<file path="config.mk">
export PLATFORM = sky130hd
export DESIGN_NAME = hvs_blend
export DESIGN_NICKNAME = d
export VERILOG_FILES = /design/src/rtl/homing_velocity_steer_top_defines.svh /design/src/rtl/hvs_pkg.sv /design/src/rtl/hvs_blend.sv
export SDC_FILE = /design/constraint.sdc
export NUM_CORES = 2
export LEC_CHECK = 0
export ABC_AREA = 1
export BUFFER_PORTS_ARGS = -buffer_cell sky130_fd_sc_hd__clkbuf_2
export CAP_MARGIN = 10
export CORE_MARGIN = 4
export CORE_UTILIZATION = 50
export CTS_CLUSTER_DIAMETER = 100
export DETAILED_ROUTE_END_ITERATION = 8
export PLACE_DENSITY = 0.66
export SETUP_SLACK_MARGIN = 0.5
export SYNTH_ARGS = -nofsm -noshare
export SYNTH_HDL_FRONTEND = slang
export SYNTH_SLANG_ARGS = --single-unit
</file>
<file path="constraint.sdc">
create_clock -name clock -period 8.25 [get_ports clock]
set_input_delay 0.4125 -clock clock [delete_from_list [all_inputs] [get_ports clock]]
set_output_delay 0.4125 -clock clock [all_outputs]
set_load 0.02 [all_outputs]
</file>
<file path="src/rtl/homing_velocity_steer_top_defines.svh">
// Assertion macros shared by the homing velocity steer RTL
`ifndef HOMING_VELOCITY_STEER_TOP_DEFINES_SVH
`define HOMING_VELOCITY_STEER_TOP_DEFINES_SVH

// checked only outside reset
`define HVS_ASSERT(label, prop) \
   label: assert property (@(posedge clock) disable iff (reset) prop) \
      else $error("assertion failed");

// checked during reset as well
`define HVS_ASSERT_ALWAYS(label, prop) \
   label: assert property (@(posedge clock) prop) else $error("assertion failed");

`endif

</file>
<file path="src/rtl/hvs_pkg.sv">
// Shared widths, register codes and carried types for the homing velocity steer
package hvs_pkg;
   localparam int CoordWidth = 24;
   localparam int DiffWidth  = CoordWidth + 1;
   localparam int SqWidth    = 2 * DiffWidth + 1;
   localparam int AccWidth   = SqWidth + 1;
   localparam int RootWidth  = DiffWidth + 1;
   localparam int SpeedWidth = 14;
   localparam int TurnWidth  = 16;
   localparam int TurnShift  = 15;
   localparam int NumWidth   = DiffWidth + SpeedWidth;
   localparam int QuoWidth   = SpeedWidth;
   localparam int ProdWidth  = DiffWidth + TurnWidth + 1;
   localparam int SumWidth   = ProdWidth - TurnShift + 1;
   localparam int ReqDataWidth = ((6 * CoordWidth + 7) / 8) * 8;
   localparam int RspDataWidth = ((2 * CoordWidth + 7) / 8) * 8;

   localparam logic [SpeedWidth-1:0] SpeedReset = SpeedWidth'(2560);
   localparam logic [TurnWidth-1:0]  TurnReset  = TurnWidth'(8192);

   typedef enum logic [0:0] {
      REG_TARGET_SPEED = 1'b0,
      REG_TURN_RATE    = 1'b1
   } reg_index_type;

   // travels alongside the length computation
   typedef struct packed {
      logic                         sx;
      logic                         sy;
      logic signed [CoordWidth-1:0] vx;
      logic signed [CoordWidth-1:0] vy;
   } carry_type;
endpackage

</file>
<file path="src/rtl/hvs_blend.sv">
// Signed wanted velocity, blend by turn rate, floor shift and saturation
module hvs_blend (
   input  logic                                   clock,
   input  logic                                   reset,
   input  logic                                   advance,
   input  logic                                   in_valid,
   input  logic                                   dist_zero,
   input  logic [hvs_pkg::QuoWidth-1:0]           quo_x,
   input  logic [hvs_pkg::QuoWidth-1:0]           quo_y,
   input  hvs_pkg::carry_type                     carry,
   input  logic [hvs_pkg::TurnWidth-1:0]          turn,
   output logic                                   out_valid,
   output logic signed [hvs_pkg::CoordWidth-1:0]  new_x,
   output logic signed [hvs_pkg::CoordWidth-1:0]  new_y
);
   localparam int CW = hvs_pkg::CoordWidth;
   localparam int DW = hvs_pkg::DiffWidth;
   localparam int PW = hvs_pkg::ProdWidth;
   localparam int SW = hvs_pkg::SumWidth;
   localparam int QW = hvs_pkg::QuoWidth;
   localparam logic signed [SW-1:0] SatHi = SW'((64'sd1 <<< (CW - 1)) - 64'sd1);
   localparam logic signed [SW-1:0] SatLo = -SW'(64'sd1 <<< (CW - 1));

   logic [2:0] valid_ff;
   logic signed [QW:0] wx, wy;
   logic signed [DW-1:0] ex_ff, ex_in, ey_ff, ey_in;
   logic signed [PW-1:0] px_ff, px_in, py_ff, py_in;
   logic signed [hvs_pkg::TurnWidth:0] turn_s;
   logic signed [CW-1:0] va_x_ff, va_y_ff, vb_x_ff, vb_y_ff, ox_ff, oy_ff;
   logic signed [SW-1:0] rx, ry;
   logic signed [CW-1:0] ox_in, oy_in;

   always_comb begin
      wx = dist_zero ? '0 : (carry.sx ? -$signed({1'b0, quo_x}) : $signed({1'b0, quo_x}));
      wy = dist_zero ? '0 : (carry.sy ? -$signed({1'b0, quo_y}) : $signed({1'b0, quo_y}));
      ex_in = DW'(wx) - DW'(carry.vx);
      ey_in = DW'(wy) - DW'(carry.vy);
      turn_s = $signed({1'b0, turn});
      px_in = PW'(ex_ff) * PW'(turn_s);
      py_in = PW'(ey_ff) * PW'(turn_s);
      // arithmetic shift floors toward minus infinity
      rx = SW'(vb_x_ff) + SW'(px_ff >>> hvs_pkg::TurnShift);
      ry = SW'(vb_y_ff) + SW'(py_ff >>> hvs_pkg::TurnShift);
      priority if (rx > SatHi) ox_in = SatHi[CW-1:0];
      else if (rx < SatLo)     ox_in = SatLo[CW-1:0];
      else                     ox_in = rx[CW-1:0];
      priority if (ry > SatHi) oy_in = SatHi[CW-1:0];
      else if (ry < SatLo)     oy_in = SatLo[CW-1:0];
      else                     oy_in = ry[CW-1:0];
   end

   always_ff @(posedge clock) begin
      if (reset) begin
         valid_ff <= '0;
      end else if (advance) begin
         valid_ff <= {valid_ff[1:0], in_valid};
      end
      if (advance) begin
         ex_ff   <= ex_in;
         ey_ff   <= ey_in;
         va_x_ff <= carry.vx;
         va_y_ff <= carry.vy;
         px_ff   <= px_in;
         py_ff   <= py_in;
         vb_x_ff <= va_x_ff;
         vb_y_ff <= va_y_ff;
         ox_ff   <= ox_in;
         oy_ff   <= oy_in;
      end
   end

   assign out_valid = valid_ff[2];
   assign new_x     = ox_ff;
   assign new_y     = oy_ff;
endmodule
</file>
==> results_dict.tcl <==
set metrics [dict create \
    arrival_ps 7100 \
    routed_wirelength_mm 117 \
    drt_iter0_markers 2475 \
    synthesis.area_sq_um 44700 \
    grt_max_degree 166 \
    yosys_warnings 0 \
    seqCellArea_sq_um 7510 \
    nNetsFinal 6730 \
    rsz0062_at_grt "no" \
    r2r_cells 18 \
    cts_buffer_depth 3 \
    postCtsSetupBuffers 0 \
    r2r-start "ex_ff[24]" \
    synth_top_area_share_pct 35.0 \
    max-slew-margin-rel_pct 26.4 \
    drc 0 \
    pin_count 148 \
    track_usage_pct 25.5 \
    synth_area_leader_cell "fa_1" \
    multi_input_area_sq_um 30600 \
    dp_hpwl_mm 96.7 \
    status "finished, final reports clean" \
    wl_met2_mm 52.0 \
    synth_seq_cells 251 \
    synth-async-reset-ratio_pct 0 \
    setup_violations 0 \
    antenna_found_initial 2 \
    post-route-util_pct 53.6 \
    timing.setup.tns_ps 0 \
    clock-sinks 251 \
    num_rows 109 \
    critPathMaxFanout 16 \
    cts_buffers 30 \
    avgSynthCellArea_sq_um 8.08 \
    fin_crit_sh_pct 82.0 \
    layout_setup_ws_ps 1480 \
    min_from "carry[20]" \
    diodes 0 \
    r2r-end "px_ff[40]" \
    htreeDepth 1 \
    ys_seq_area_share_pct 16.8 \
    worst_skew_pair.late_latency_ps 580 \
    maxCapViolations 0 \
    r2r_setup_slack_ps 1480 \
    worstPathRequired_ps 8580 \
    vias_per_cell 5.12 \
    critPathKind "flip-flop to flip-flop" \
    routed-via-count 34500 \
    whs_endpoint "va_y_ff[20]" \
    globalplace.congestion 0.965 \
    die_area_sq_um 94200 \
    die_w_um 307 \
    die_h_um 307 \
    ant_nets 0 \
    synth_area_leaders "fa_1 35%, edfxtp_1 17%, inv_1 13%" \
    tritoncts "built" \
    fillers 8327 \
    ys.flop_type "edfxtp_1" \
    drive_gt1_share_pct 4.60 \
    wl_met1_mm 55.3 \
    path_clk_slew_ps 60 \
    worstMarginPinSlew_ps 1100 \
    syn_nets 6716 \
    hold_depth 1 \
    fmaxAchievable_mhz 148 \
    post-place-ws_ps 1300 \
    dr.pass1.iters 6 \
    cp-start-kind "flip-flop" \
    top_layer "met4" \
    ys_types 50 \
    grt_pass1_wl_mm 192 \
    hp-class "input pin to flip-flop" \
    finalHoldViolations 0 \
    core_sq_um 88500 \
    grt_pass1_vias 35800 \
    wl_per_cell_um 17.4 \
    root_buffer "clkbuf_16" \
    synth_edf_count 248 \
    overflow 0 \
    period_minus_slack_ps 6770 \
    clock_skew_ps 12.2 \
    routed-wl-met3_mm 8.05 \
    holdWs_ps 34.4 \
    cp-end-kind "flip-flop" \
    maxSlewViolCount 0 \
    area_growth_syn_to_layout_pct 6.23 \
    io_buffer_count 147 \
    initial_core_util_pct 50.5 \
    syn_inst 5529 \
]
## routing by layer
metal  track usage, %  up-vias
met3             3.16      114
met2             40.3     1099
li1                 -    16300
met4             4.35        0
met5                0        -
met1             38.6    17000
## critical path, cell delays in order (launching register included)
cell and delay, ps:
edfxtp_1 840, nand2_1 260, fa_1 800, fa_1 460, inv_1 310, fa_1 510
fa_1 510, fa_1 490, inv_1 50, fa_1 480, inv_1 40, ha_1 430
nand2_1 160, nor2_1 160, inv_1 100, nor4_1 490, nand3_1 150, nand3_1 170
xor2_1 90
## layout by cell type (no fill, tap or decap), drive strengths merged, types with 3 or more instances in the layout
cell,count
xnor2,50
o21a,10
xor2,97
bufinv,5
nand3,100
ha,306
a21boi,8
clkinv,9
nand3b,7
buf,30
o21bai,17
nand2,1449
o221ai,5
nor2,239
or2,3
a21o,18
a21oi,212
clkinvlp,3
fa,782
edfxtp,248
nor3,50
o21ai,111
a211oi,6
nand4,21
dlygate4sd3,9
o211ai,7
inv,1534
nor4,6
a31oi,21
dfxtp,3
and3,8
clkbuf,182
## cells by family (layout without fill, tap and decap cells)
kind of cell	after synthesis	count (layout)	share of synthesized area, %
compound gates	422	422	5.30
xor+xnor	147	147	2.88
fa+ha+maj	1088	1088	43.6
buf+inv	1734	1772	14.7
flops	251	251	16.8
simple gates	1887	1887	16.7
## layout make-up
type                            count  area share (%)
Clock buffer                       36            1.72
Clock inverter                     20           0.535
Inverter                         1531            12.1
Multi-Input combinational cell   3544            64.5
Sequential cell                   251            15.8
Tap cell                         1165            3.07
Timing Repair Buffer              185            2.25
## registers in the layout (all words and copies together) (netlist names)
name and count:
va_y_ff 24, py_ff 27, va_x_ff 24, vb_y_ff 24, ey_ff 25, vb_x_ff 24, px_ff 27, new_x 24
valid_ff 3, new_y 24, ex_ff 25
## cells in the mapped netlist, types with 10 or more instances
master,count
a21o_1,18
a21oi_1,209
a31oi_1,21
clkbuf_1,193
edfxtp_1,248
fa_1,782
ha_1,306
inv_1,1526
nand2_1,1439
nand3_1,97
nand4_1,21
nor2_1,235
nor3_1,49
o21a_1,10
o21ai_0,104
o21bai_1,17
xnor2_1,50
xor2_1,97
## how the worst max path moves through the flow
stage                     startpoint        end  slack, ps  cells after the start
final                      ex_ff[24]  px_ff[40]       1480                     18
after global routing       ex_ff[24]  px_ff[40]       1160                     18
after CTS                  ex_ff[24]  px_ff[40]       1530                     18
after detailed placement     turn[9]  py_ff[40]       1300                     18
after global placement       turn[3]  px_ff[37]       1300                     19
after floorplan              turn[2]  px_ff[37]       2390                     20
## stage by stage
step | instances | instance area [sq um]
5_1_grt | 6732 | 47500
3_5_place_dp | 6667 | 46300
4_1_cts | 6732 | 47500
2_1_floorplan | 5529 | 44700
6_report | 6732 | 47500
3_3_place_gp | 6667 | 46300
## repair_timing
action	in CTS	in global routing
endpoints found under the hold margin	11	0
resized for setup	0	0
setup endpoints to repair	0	0
hold buffers	9	0
Power is not shown: default switching activity piles up to over one toggle a cycle in this logic, so the estimate is an artifact.
