### config.mk
export PLATFORM = sky130hd
export DESIGN_NAME = hvs_front
export DESIGN_NICKNAME = d
export VERILOG_FILES = /design/src/rtl/homing_velocity_steer_top_defines.svh /design/src/rtl/hvs_pkg.sv /design/src/rtl/hvs_front.sv
export SDC_FILE = /design/constraint.sdc
export NUM_CORES = 2
export LEC_CHECK = 0
export BUFFER_PORTS_ARGS = -buffer_cell sky130_fd_sc_hd__buf_2
export CAP_MARGIN = 20
export CELL_PAD_IN_SITES_DETAIL_PLACEMENT = 0
export CELL_PAD_IN_SITES_GLOBAL_PLACEMENT = 1
export CORE_ASPECT_RATIO = 1.5
export CORE_MARGIN = 2
export CORE_UTILIZATION = 40
export CTS_CLUSTER_SIZE = 24
export DETAILED_ROUTE_END_ITERATION = 10
export PLACE_DENSITY_LB_ADDON = 0.1
export SYNTH_ARGS = -nofsm -noshare
export SYNTH_HDL_FRONTEND = slang
export SYNTH_SLANG_ARGS = --single-unit
export TNS_END_PERCENT = 10
### constraint.sdc
create_clock -name clock -period 9.2 [get_ports clock]
set_clock_uncertainty 0.15 [all_clocks]
set_input_delay 1.38 -clock clock [delete_from_list [all_inputs] [get_ports clock]]
set_output_delay 1.38 -clock clock [all_outputs]
set_load 0.02 [all_outputs]
### src/rtl/homing_velocity_steer_top_defines.svh
// Assertion macros shared by the homing velocity steer RTL
`ifndef HOMING_VELOCITY_STEER_TOP_DEFINES_SVH
`define HOMING_VELOCITY_STEER_TOP_DEFINES_SVH

// checked only outside reset
`define HVS_ASSERT(label, prop) \
   label: assert property (@(posedge clock) disable iff (reset) prop) \
      else $error("assertion failed");

// checked during reset as well
`define HVS_ASSERT_ALWAYS(label, prop) \
   label: assert property (@(posedge clock) prop) else $error("assertion failed");

`endif

### src/rtl/hvs_pkg.sv
// Shared widths, register codes and carried types for the homing velocity steer
package hvs_pkg;
   localparam int CoordWidth = 24;
   localparam int DiffWidth  = CoordWidth + 1;
   localparam int SqWidth    = 2 * DiffWidth + 1;
   localparam int AccWidth   = SqWidth + 1;
   localparam int RootWidth  = DiffWidth + 1;
   localparam int SpeedWidth = 14;
   localparam int TurnWidth  = 16;
   localparam int TurnShift  = 15;
   localparam int NumWidth   = DiffWidth + SpeedWidth;
   localparam int QuoWidth   = SpeedWidth;
   localparam int ProdWidth  = DiffWidth + TurnWidth + 1;
   localparam int SumWidth   = ProdWidth - TurnShift + 1;
   localparam int ReqDataWidth = ((6 * CoordWidth + 7) / 8) * 8;
   localparam int RspDataWidth = ((2 * CoordWidth + 7) / 8) * 8;

   localparam logic [SpeedWidth-1:0] SpeedReset = SpeedWidth'(2560);
   localparam logic [TurnWidth-1:0]  TurnReset  = TurnWidth'(8192);

   typedef enum logic [0:0] {
      REG_TARGET_SPEED = 1'b0,
      REG_TURN_RATE    = 1'b1
   } reg_index_type;

   // travels alongside the length computation
   typedef struct packed {
      logic                         sx;
      logic                         sy;
      logic signed [CoordWidth-1:0] vx;
      logic signed [CoordWidth-1:0] vy;
   } carry_type;
endpackage

### src/rtl/hvs_front.sv
// Difference vector, magnitudes, squares and speed products (four stages)
module hvs_front (
   input  logic                                   clock,
   input  logic                                   reset,
   input  logic                                   advance,
   input  logic                                   in_valid,
   input  logic signed [hvs_pkg::CoordWidth-1:0]  tx,
   input  logic signed [hvs_pkg::CoordWidth-1:0]  ty,
   input  logic signed [hvs_pkg::CoordWidth-1:0]  px,
   input  logic signed [hvs_pkg::CoordWidth-1:0]  py,
   input  logic signed [hvs_pkg::CoordWidth-1:0]  vx,
   input  logic signed [hvs_pkg::CoordWidth-1:0]  vy,
   input  logic [hvs_pkg::SpeedWidth-1:0]         speed,
   output logic                                   out_valid,
   output logic [hvs_pkg::SqWidth-1:0]            sum_sq,
   output logic [hvs_pkg::NumWidth-1:0]           num_x,
   output logic [hvs_pkg::NumWidth-1:0]           num_y,
   output hvs_pkg::carry_type                     carry
);
   localparam int DW = hvs_pkg::DiffWidth;

   logic [3:0] valid_ff, valid_in;
   logic signed [DW-1:0] dx_ff, dx_in, dy_ff, dy_in;
   logic [DW-1:0] ax_ff, ax_in, ay_ff, ay_in;
   logic [2*DW-1:0] sqx_ff, sqx_in, sqy_ff, sqy_in;
   logic [hvs_pkg::NumWidth-1:0] nx3_ff, nx3_in, ny3_ff, ny3_in, nx4_ff, ny4_ff;
   logic [hvs_pkg::SqWidth-1:0] sum_ff, sum_in;
   hvs_pkg::carry_type c1_ff, c1_in, c2_ff, c3_ff, c4_ff;

   always_comb begin
      valid_in = {valid_ff[2:0], in_valid};
      dx_in = DW'(tx) - DW'(px);
      dy_in = DW'(ty) - DW'(py);
      c1_in = '{sx: 1'b0, sy: 1'b0, vx: vx, vy: vy};
      // magnitude of the most negative difference still fits unsigned
      ax_in = dx_ff[DW-1] ? DW'(-dx_ff) : DW'(dx_ff);
      ay_in = dy_ff[DW-1] ? DW'(-dy_ff) : DW'(dy_ff);
      sqx_in = (2*DW)'(ax_ff) * (2*DW)'(ax_ff);
      sqy_in = (2*DW)'(ay_ff) * (2*DW)'(ay_ff);
      nx3_in = hvs_pkg::NumWidth'(ax_ff) * hvs_pkg::NumWidth'(speed);
      ny3_in = hvs_pkg::NumWidth'(ay_ff) * hvs_pkg::NumWidth'(speed);
      sum_in = hvs_pkg::SqWidth'(sqx_ff) + hvs_pkg::SqWidth'(sqy_ff);
   end

   always_ff @(posedge clock) begin
      if (reset) begin
         valid_ff <= '0;
      end else if (advance) begin
         valid_ff <= valid_in;
      end
      if (advance) begin
         dx_ff  <= dx_in;
         dy_ff  <= dy_in;
         c1_ff  <= c1_in;
         ax_ff  <= ax_in;
         ay_ff  <= ay_in;
         c2_ff  <= '{sx: dx_ff[DW-1], sy: dy_ff[DW-1], vx: c1_ff.vx, vy: c1_ff.vy};
         sqx_ff <= sqx_in;
         sqy_ff <= sqy_in;
         nx3_ff <= nx3_in;
         ny3_ff <= ny3_in;
         c3_ff  <= c2_ff;
         sum_ff <= sum_in;
         nx4_ff <= nx3_ff;
         ny4_ff <= ny3_ff;
         c4_ff  <= c3_ff;
      end
   end

   assign out_valid = valid_ff[3];
   assign sum_sq    = sum_ff;
   assign num_x     = nx4_ff;
   assign num_y     = ny4_ff;
   assign carry     = c4_ff;
endmodule

==> results <==
- The run finished with clean final reports.
- For the worst setup path, the data required time is 9470 ps.
- After global routing the overflow that remains totals 0.
- Dividing the detail-routed via count by the number of cells gives 4.94.
- The final worst-path cycle share is 89.4%.
- In the synthesized netlist the dominant register cell turns out to be edfxtp_1.
- The first-pass GRT wire length is 346000 um.
- The total track usage is 21.2%.
- Post-CTS timing repair inserted 0 buffers for setup.
- The number of pins exceeding their max-slew limit in the final report came to 0.
- The Yosys step of the flow raised 0 warnings.
- Sorting the synthesized cells by area gives the leading types as fa_1, edfxtp_1, ha_1, inv_1, and2_1.
- Clock-pin slew was measured on the worst setup and hold paths at 70 ps.
- Measured against its own limit, the worst slew margin works out to 32.9%.
- Entering global routing, the biggest net connects 162 pins.
- The worst setup path is of the reg2reg kind.
- For this block, the initial DRC count from the detailed router was 2452.
- The effective utilization at floorplan is 40.1%.
- The transition time at the pin with the least slew margin is 1010 ps.
- The placement row count is 204.
- The TritonCTS clock tree is built.
- The number of enable-type register cells in the synthesized netlist is 603.
- Dividing the detail-routed wire length by the instance count gives 19.5 um.
- Summed over all instances, the cell type with the most area after synthesis is fa_1.
- The total core area is 205000 um2.
- The number of nets in the synthesized netlist is 10.4k.
- The proportion of synthesized flip-flops having asynchronous set or reset is 0%.
- The top-level port count is 342.
- In the synthesized netlist, the number of instances is 8111.
- The clock insertion delay at the later pin of the skew report is 690 ps.
- Port buffering added 341 buffers.
- The setup check on the worst reg-to-reg path leaves a slack of 970 ps.
- Clock tree synthesis selected as its root buffer the cell clkbuf_16.
- The max-capacitance violation count is 0.
- Along the worst hold path, the cell count comes to 0.
- The minimum period implied by the final worst setup slack is 8230 ps.
- Relative to the synthesized area, the layout overhead comes to 9.02%.
- The number of global-route vias before repair is 62.0k.
- Setup repair after global routing left no endpoint under its margin.
- The number of cells on the worst reg-to-reg path is 23.
- The clock passes through at most 3 buffers.
- The maximum fanout along the worst path is 15.
- Counting the buffers created by CTS gives 70.
- After detailed routing, the number of remaining DRC violations is 0.
- Sequential cells were found to cover 22.1% of the synthesized design area.
- The mean instance size in the synthesized netlist is 10.2 um2.
- The final setup slack of the worst path is 973 ps.
- The setup TNS is 0 ps.
- The remaining antenna violation count after routing is 0.
- The routed layout has 54.8k vias.
- The top-area cell type share of the netlist area is 35.9%.
- The final setup violation count is 0.
- The initial antenna violation count is 7.
- The path type of the worst min-delay path is reg2reg.
- STA classifies the critical path endpoint as a register.
- The synthesized flop and latch total is 607.
- Counting distinct cell types in the post-synthesis netlist gives 97.
- The number of levels in the clock H-tree is 3.
- The worst setup path is launched from a register.
- Before CTS, the worst setup slack after placement is 978 ps.
- The HPWL after detailed placement is 174000 um.
- Cells with a size suffix above 1 make up 7.75% of the layout.
- For this run, the top clock speed supported by timing is 122 MHz.
- The placer's final routability congestion estimate is 0.849.
- The number of hold buffers added after cts is 0.
- STA puts the critical path data arrival time at 8500 ps.
- The net count of the finished layout is 10.7k.
- The height of the chip is 560 um.
- The final layout contains routed wiring with a total length of 216000 um.
- Summing every instance area after synthesis gives 82500 um2.
- The tree built by TritonCTS fans out to 607 sinks.
- The count of endpoints failing hold in the final timing report is 0.
- The floorplan step set the die width to 375 um.
- The die covers 210000 um2.
- The count of cells resized by post-cts repair is 0.
- Before antenna repair, the detailed router went through 7 iterations.
-- logic make-up after synthesis --
group | after synthesis | synth area share, %
buffers and inverters | 2300 | 10.5
flip-flops | 607 | 22.1
AND/OR/NAND/NOR | 1935 | 11.4
adder cells (fa/ha/maj) | 2163 | 46.3
multiplexers | 11 | 0.137
AO/OA/AOI/OAI | 789 | 6.39
XOR/XNOR | 306 | 3.25
-- routing by layer --
| metal | up-vias | wire length, um | track usage, % | part of all wire, % |
|---|---|---|---|---|
| met5 | - | 27 | 0 | 0.013 |
| met2 | 944 | 120000 | 41.2 | 55 |
| met3 | 319 | 6490 | 1.99 | 3.0 |
| met4 | 4 | 9330 | 8.26 | 4.3 |
| li1 | 25400 | - | - | - |
| met1 | 28100 | 80300 | 23.6 | 37 |
-- critical path, cell delays in order, from the launching register on --
cell and delay, ps:
edfxtp_1 1010, buf_4 360, and2_1 230, fa_1 470, fa_1 490, inv_1 50, fa_1 450, fa_1 550
inv_1 60, fa_1 500, fa_1 500, inv_1 50, fa_1 470, inv_1 40, ha_1 430, nand3_1 180
nor2_1 180, nand4_1 200, o32a_1 390, o2111ai_1 110, nand2_1 140, o31ai_1 590, a221oi_1 190, xnor2_1 160
-- layout make-up --
class                           instances  area, um2
Fill cell                           20100     116000
Timing Repair Buffer                  490       2970
Tap cell                             2678       3350
Clock inverter                         46        563
Antenna cell                            2       5.00
Sequential cell                       607      18200
Multi-Input combinational cell       5204      55600
Clock buffer                           84       1800
Inverter                             1968       7390
-- flip-flops by register name, indices dropped and copies added, names as in the netlist --
name	cells
sqx_ff	49
c3_ff	50
ny3_ff	39
c2_ff	50
dx_ff	25
num_y	39
sqy_ff	49
sum_sq	51
num_x	39
valid_ff	4
c1_ff	48
dy_ff	25
ay_ff	25
nx3_ff	39
ax_ff	25
carry	50
-- placed cells by master, fill, tap and decap left out, types with 32 or more instances in the layout --
| master | instances |
|---|---|
| nor3_1 | 36 |
| fa_1 | 1480 |
| o21ai_1 | 47 |
| nand2_1 | 886 |
| and2_1 | 552 |
| xnor2_1 | 214 |
| xor2_1 | 92 |
| edfxtp_1 | 603 |
| inv_1 | 1968 |
| nand4_1 | 39 |
| buf_2 | 340 |
| o21a_1 | 44 |
| nor2_1 | 186 |
| nor2b_1 | 39 |
| a21oi_1 | 233 |
| a21o_1 | 122 |
| o21bai_1 | 32 |
| o21ai_0 | 96 |
| buf_4 | 138 |
| clkbuf_16 | 70 |
| ha_1 | 683 |
| nand3_1 | 62 |
-- final timing paths --
| kind | from | to |
|---|---|---|
| min | c2_ff[29] | c3_ff[29] |
| min reg2reg | c2_ff[29] | c3_ff[29] |
| max | ax_ff[5] | sqx_ff[46] |
| max reg2reg | ax_ff[5] | sqx_ff[46] |
-- Yosys cell counts, types with 25 or more instances --
| master | instances |
|---|---|
| fa_1 | 1480 |
| xor2_1 | 92 |
| nor3_1 | 36 |
| ha_1 | 683 |
| clkbuf_1 | 323 |
| a21o_1 | 122 |
| o21ai_0 | 96 |
| and3_1 | 31 |
| xnor2_1 | 214 |
| nor2_1 | 186 |
| and2_1 | 552 |
| nor2b_1 | 39 |
| a21oi_1 | 233 |
| o21bai_1 | 32 |
| nand2_1 | 886 |
| a31oi_1 | 26 |
| inv_1 | 1968 |
| nand2b_1 | 30 |
| nand3_1 | 62 |
| o21a_1 | 44 |
| edfxtp_1 | 603 |
| o21ai_1 | 47 |
| nand4_1 | 39 |
| o31ai_1 | 25 |
-- per-stage QoR --
stage	hold WS [ps]	cells	instance area, um2	utilization, %
final	216	11100	89900	43.8
after CTS	209	11100	89900	43.8
after floorplan	250	8111	82500	-
after global placement	250	10900	87500	42.6
after detailed placement	255	10900	87500	42.6
after global routing	222	11100	89900	43.8
Power is left out: the tool's default activity adds up to more than one toggle a clock period on the data nets, which glitch-free logic cannot reach.
